File: src/rtl/fac_pkg.sv
package fac_pkg;

	localparam int CFG_WIDTH        = 64;
	localparam int CFG_IDX_WIDTH    = 4;
	localparam int NUM_REGS         = 8;
	localparam int REG_IDX_WIDTH    = $clog2(NUM_REGS);
	localparam int HALF_WIDTH       = 32;
	localparam int NUM_PLANES       = 6;
	localparam int NUM_AXES         = 3;
	localparam int NUM_COLS         = 4;
	localparam int W_ROW            = 3;
	localparam int W_COL            = 3;
	localparam int COORD_FRAC       = 8;
	localparam int COORD_WIDTH_DEF  = 24;
	localparam int MATRIX_WIDTH_DEF = 32;

	localparam logic [CFG_WIDTH-1:0] CFG_RESET [NUM_REGS] = '{
		64'h0000_0000_0001_0000,
		64'h0000_0000_0000_0000,
		64'h0001_0000_0000_0000,
		64'h0000_0000_0000_0000,
		64'h0000_0000_0000_0000,
		64'h0000_0000_0001_0000,
		64'h0000_0000_0000_0000,
		64'h0001_0000_0000_0000
	};

	typedef struct packed {
		logic adv_s2;
		logic adv_s3;
	} pipe_ctl_t;

	// register holding matrix entry (col, row)
	function automatic logic [REG_IDX_WIDTH-1:0] reg_sel(input int col, input int row);
		logic [1:0] c2;
		logic [1:0] r2;
		begin
			c2 = col[1:0];
			r2 = row[1:0];
			return {c2, r2[1]};
		end
	endfunction

endpackage

File: src/rtl/fac_cfg.sv
module fac_cfg #(
	parameter int MATRIX_WIDTH = fac_pkg::MATRIX_WIDTH_DEF
) (
	input  logic                                  clk,
	input  logic                                  arst_n,
	input  logic                                  cfg_valid,
	input  logic [fac_pkg::CFG_IDX_WIDTH-1:0]     cfg_index,
	input  logic [fac_pkg::CFG_WIDTH-1:0]         cfg_data,
	output logic signed [MATRIX_WIDTH:0]          coef_q [fac_pkg::NUM_PLANES][fac_pkg::NUM_AXES],
	output logic signed [MATRIX_WIDTH:0]          offs_q [fac_pkg::NUM_PLANES]
);
	import fac_pkg::*;

	logic [CFG_WIDTH-1:0]           mat_q [NUM_REGS];
	logic signed [MATRIX_WIDTH-1:0] ent [NUM_COLS][NUM_COLS];
	logic [HALF_WIDTH-1:0]          half;

	always_ff @(posedge clk or negedge arst_n) begin
		if (!arst_n) begin
			for (int i = 0; i < NUM_REGS; i++) begin
				mat_q[i] <= CFG_RESET[i];
			end
		end else if (cfg_valid && (cfg_index < CFG_IDX_WIDTH'(NUM_REGS))) begin
			mat_q[cfg_index[REG_IDX_WIDTH-1:0]] <= cfg_data;
		end
	end

	always_comb begin
		half = '0;
		for (int c = 0; c < NUM_COLS; c++) begin
			for (int r = 0; r < NUM_COLS; r++) begin
				half = r[0] ? mat_q[reg_sel(c, r)][CFG_WIDTH-1:HALF_WIDTH]
				            : mat_q[reg_sel(c, r)][HALF_WIDTH-1:0];
				ent[c][r] = signed'(half[MATRIX_WIDTH-1:0]);
			end
		end
	end

	// plane p: row p/2 of the matrix added (even p) or subtracted (odd p) from row 3
	always_ff @(posedge clk) begin
		for (int p = 0; p < NUM_PLANES; p++) begin
			for (int c = 0; c < NUM_AXES; c++) begin
				if (p[0])
					coef_q[p][c] <= (MATRIX_WIDTH+1)'(ent[c][W_ROW])
					              - (MATRIX_WIDTH+1)'(ent[c][p/2]);
				else
					coef_q[p][c] <= (MATRIX_WIDTH+1)'(ent[c][W_ROW])
					              + (MATRIX_WIDTH+1)'(ent[c][p/2]);
			end
			if (p[0])
				offs_q[p] <= (MATRIX_WIDTH+1)'(ent[W_COL][W_ROW])
				           - (MATRIX_WIDTH+1)'(ent[W_COL][p/2]);
			else
				offs_q[p] <= (MATRIX_WIDTH+1)'(ent[W_COL][W_ROW])
				           + (MATRIX_WIDTH+1)'(ent[W_COL][p/2]);
		end
	end

endmodule

File: config.mk
export PLATFORM = sky130hd
export DESIGN_NAME = fac_cfg
export DESIGN_NICKNAME = d
export VERILOG_FILES = /design/src/rtl/fac_pkg.sv /design/src/rtl/fac_cfg.sv
export SDC_FILE = /design/constraint.sdc
export NUM_CORES = 2
export LEC_CHECK = 0
export ABC_AREA = 0
export BUFFER_PORTS_ARGS = -buffer_cell sky130_fd_sc_hd__clkbuf_2
export CELL_PAD_IN_SITES_DETAIL_PLACEMENT = 0
export CELL_PAD_IN_SITES_GLOBAL_PLACEMENT = 2
export CORE_MARGIN = 2
export CORE_UTILIZATION = 37
export DETAILED_ROUTE_END_ITERATION = 6
export PLACE_DENSITY_LB_ADDON = 0.25
export SYNTH_ARGS = -nofsm -noshare
export SYNTH_HDL_FRONTEND = slang
export SYNTH_SLANG_ARGS = --single-unit
File: constraint.sdc
create_clock -name clk -period 4.02 [get_ports clk]
set_clock_uncertainty 0.05 [all_clocks]
set_input_delay 0.804 -clock clk [delete_from_list [all_inputs] [get_ports clk]]
set_output_delay 0.804 -clock clk [all_outputs]
set_load 0.01 [all_outputs]
==> summary.md <==
| Metric | Value |
|---|---|
| Post-synth cell types | `98` |
| Synth Area in Compound Gates | `0.170` |
| Cell Rows | `163` |
| Met3 Use GR | `0.0341` |
| Port Buffers | `862` |
| Gr busiest metal | `met2` |
| Vias in the first global route | `61,300` |
| First-pass GRT wire length | `384,000 µm` |
| Layout Cells excl Fill | `11,600` |
| Crit-path max FO | `4` |
| Drt via density | `5.15` |
| Sw power | `33.4 mW` |
| CP Capture Type | `flip-flop` |
| # DRC | `0` |
| Slowest cell delay on critical path | `0.46 ns` |
| Die X-Extent | `449 µm` |
| Clk slew on worst S/H paths | `0.07 ns` |
| Post-CTS Setup Inserts | `0` |
| Max-Cap Viols | `0` |
| Hold_ws | `0.418 ns` |
| Syn avg cell area | `9.24 µm²` |
| Number of H-tree levels | `4` |
| Status | `complete, no violations` |
| Cell chain of the critical path | `buf_4 -> ha_1 -> fa_1 -> nand2b_1 -> a221oi_1 -> o221ai_1 -> a2111oi_1 -> buf_4 -> o31ai_2 -> o211ai_1 -> nand3_1 -> nand3_1 -> or4_1 -> nand3_1` |
| Initial drt markers | `3,115` |
| Initial Util | `0.372` |
| FF+latch count, synth | `1,292` |
| Hold Crit Class | `primary input to flip-flop` |
| Crit path required time | `4.69 ns` |
| VDD IR-drop max | `0.467 mV` |
| Syn Nets | `8,799` |
| Initial antenna violation count | `16` |
| Dpl cell area | `81,500 µm²` |
| Clock latency on the worst-skew pair | `0.81 ns` |
| Setup CP Type | `flip-flop to flip-flop` |
| Pin count of the biggest net entering global routing | `98` |
| Synth Area in XOR/XNOR | `0.0774` |
| GRT Overall Usage | `0.254` |
| Ys async rst share | `0.396` |
| Max Transition Viols Final | `0` |
| Comb pwr share | `0.508` |
| Pwr per Cell Area | `878 nW/µm²` |
| CTS Buf Count | `155` |
| Post-route cell area | `87,200 µm²` |
| Clock root buffer | `clkbuf_16` |
| Mux cell area share after synthesis | `0.0549` |
| Setup TNS | `0 ns` |
| Pint | `43.2 mW` |
| Share of layout cells above drive strength 1 | `0.201` |
| Final Cycle Share | `0.957` |
| Post-Synth Adder-Cell Area | `0.138` |
| Synth Cell Area | `73,300 µm²` |
| Most common cell after layout, fill and taps aside | `clkbuf_2` |
| Shortest period the worst path allows | `3.85 ns` |
| Routed WL | `264,000 µm` |
| Switching Share | `0.436` |
| Tightest Pin Transition | `1.09 ns` |
| Critical path's slowest cell | `or4_1` |
| Via count | `59,800` |
| Arr. time, crit path | `4.52 ns` |
| Met1 usage | `0.293` |
| Number of setup violations in the final report | `0` |
| CP most frequent cell | `nand3_1` |
| Number of enable flip-flop cells after synthesis | `0` |
| GR Util met2 | `0.455` |
| Setup WS post-layout | `0.171 ns` |
| Longest Clk Path Bufs | `3` |
| Startpoint Class | `flip-flop` |
| Total iterations of the first detailed-routing run | `5` |
| CORE AREA | `197,000 µm²` |
| Average wire per standard cell | `22.7 µm` |
| Die height | `449 µm` |
| Relative slew margins | `0.274` |
| Gpl congestion | `0.926` |
| Ys flop type | `dfxtp_1` |
| Largest family of logic cells by synthesized area | `compound AO/OA/AOI/OAI gates` |
| Clk sinks | `1,292` |
| Cell count after synthesis | `7,936` |
| Final hold viol count | `0` |
| Nets@finish | `9,700` |
| Global route overflow | `0` |
| P&R area growth vs syn | `18.8%` |
| Number of I/O pins | `863` |
| Commonest non-fill, non-tap cells in the layout | `clkbuf_2 (861), dfxtp_1 (780), ha_1 (768)` |
| Pre-CTS setup slack | `-0.0428 ns` |
| DP Wirelength | `215,000 µm` |
| Simple-gate portion of the synthesized area | `0.115` |
| Fmax | `260 MHz` |
| Placed cells | `11,300` |
| CTS tree | `done` |
| Clock share of power | `0.196` |
| Number of synthesis warnings | `0` |
| Sequential power share | `0.296` |
| Register area share after synthesis | `0.388` |
| ANT nets after route | `0` |
| Leakage power total | `40.6 nW` |
| Die area | `202,000 µm²` |
cells in the mapped netlist (all sizes together) (17+ instances only):
cell type	n	share of area
a21boi	19	0.0019
or3	57	0.0049
and2	28	0.0024
nand2b	96	0.0082
nor2b	90	0.0077
o21ai	446	0.030
nor3	161	0.011
o21bai	145	0.015
nor2	637	0.033
buf	54	0.0040
nor4	51	0.0044
a211oi	49	0.0051
and3	36	0.0031
or4	19	0.0019
dfrtp	508	0.17
a21o	139	0.014
inv	745	0.038
o41ai	21	0.0029
mux2	352	0.054
clkbuf	303	0.016
nor3b	21	0.0021
ha	768	0.13
a211o	17	0.0020
a221oi	27	0.0035
o21a	66	0.0068
o311ai	24	0.0030
nand4	35	0.0031
xnor2	537	0.064
o31a	22	0.0026
xor2	111	0.013
nand3	99	0.0068
dfxtp	780	0.21
nand2	382	0.020
o211ai	47	0.0048
a31oi	58	0.0049
fa	24	0.0066
or2	18	0.0015
a21oi	645	0.044
o31ai	70	0.0076
per-layer routing:
| layer | vias up | part of all wire |
|---|---|---|
| li1 | 29100 | - |
| met3 | 438 | 0.037 |
| met4 | 0 | 0.057 |
| met5 | - | 0 |
| met2 | 1380 | 0.50 |
| met1 | 28900 | 0.41 |
state kept, by name, indices dropped and copies added, names as in the netlist:
register / count
coef_q: 585
offs_q: 195
ent: 512
worst max-delay path, delay by kind of cell, from the launching register on:
kind | cells | cell delay (ns)
adder cells (fa/ha/maj) | 2 | 0.66
flip-flops | 1 | 0.39
AND/OR/NAND/NOR | 5 | 1.09
buffers and inverters | 2 | 0.32
AO/OA/AOI/OAI | 5 | 1.27
kinds of logic after synthesis:
| kind of cell | after synthesis |
|---|---|
| flops | 1292 |
| fa+ha+maj | 792 |
| compound gates | 1961 |
| simple gates | 1778 |
| xor+xnor | 648 |
| buf+inv | 1107 |
| mux | 358 |
power groups by stage:
| stage | sequential (mW) | combinational [mW] | clock, mW |
|---|---|---|---|
| floorplan | 23.1 | 22.1 | 0 |
| global placement | 22.9 | 39.1 | 0 |
| detailed placement | 23.0 | 38.9 | 0 |
| CTS | 22.8 | 39.2 | 15.4 |
| global route | 23.1 | 42.4 | 15.9 |
| finish | 22.7 | 38.9 | 15.0 |
path summary, 6_finish.rpt:
kind,start,to,slack [ns],cells past startpoint
min,cfg_data[4],ent[36],0.42,3
max in group asynchronous,arst_n,ent[257],2.21,3
min in group asynchronous,arst_n,ent[405],0.61,2
max,ent[0],offs_q[129],0.17,14
max reg2reg,ent[0],offs_q[129],0.17,14
min reg2reg,ent[176],ent[176],0.47,2
stage by stage:
step	total power [mW]	util
after global routing	81.4	0.442
after detailed placement	61.8	0.413
after CTS	77.3	0.441
after floorplan	45.2	-
after global placement	62.0	0.413
final	76.5	0.442
what timing repair did:
action                                  CTS  global route
hold buffers                              1             0
hold endpoints to repair                 35             0
pin swaps                                 0             4
cloned                                    0             0
endpoints found under the setup margin    7            23
gates resized for setup                   4            14
cell type report:
type	count	area [µm²]
antenna	12	30.0
clock buffer	230	4780
clock inverter	60	706
fill	19600	110000
inverter	750	2820
multi-input combinational	5537	40800
sequential	1292	28400
tap	2640	3300
timing repair buffer	1101	6300
Power figures use the tool's default switching activity.
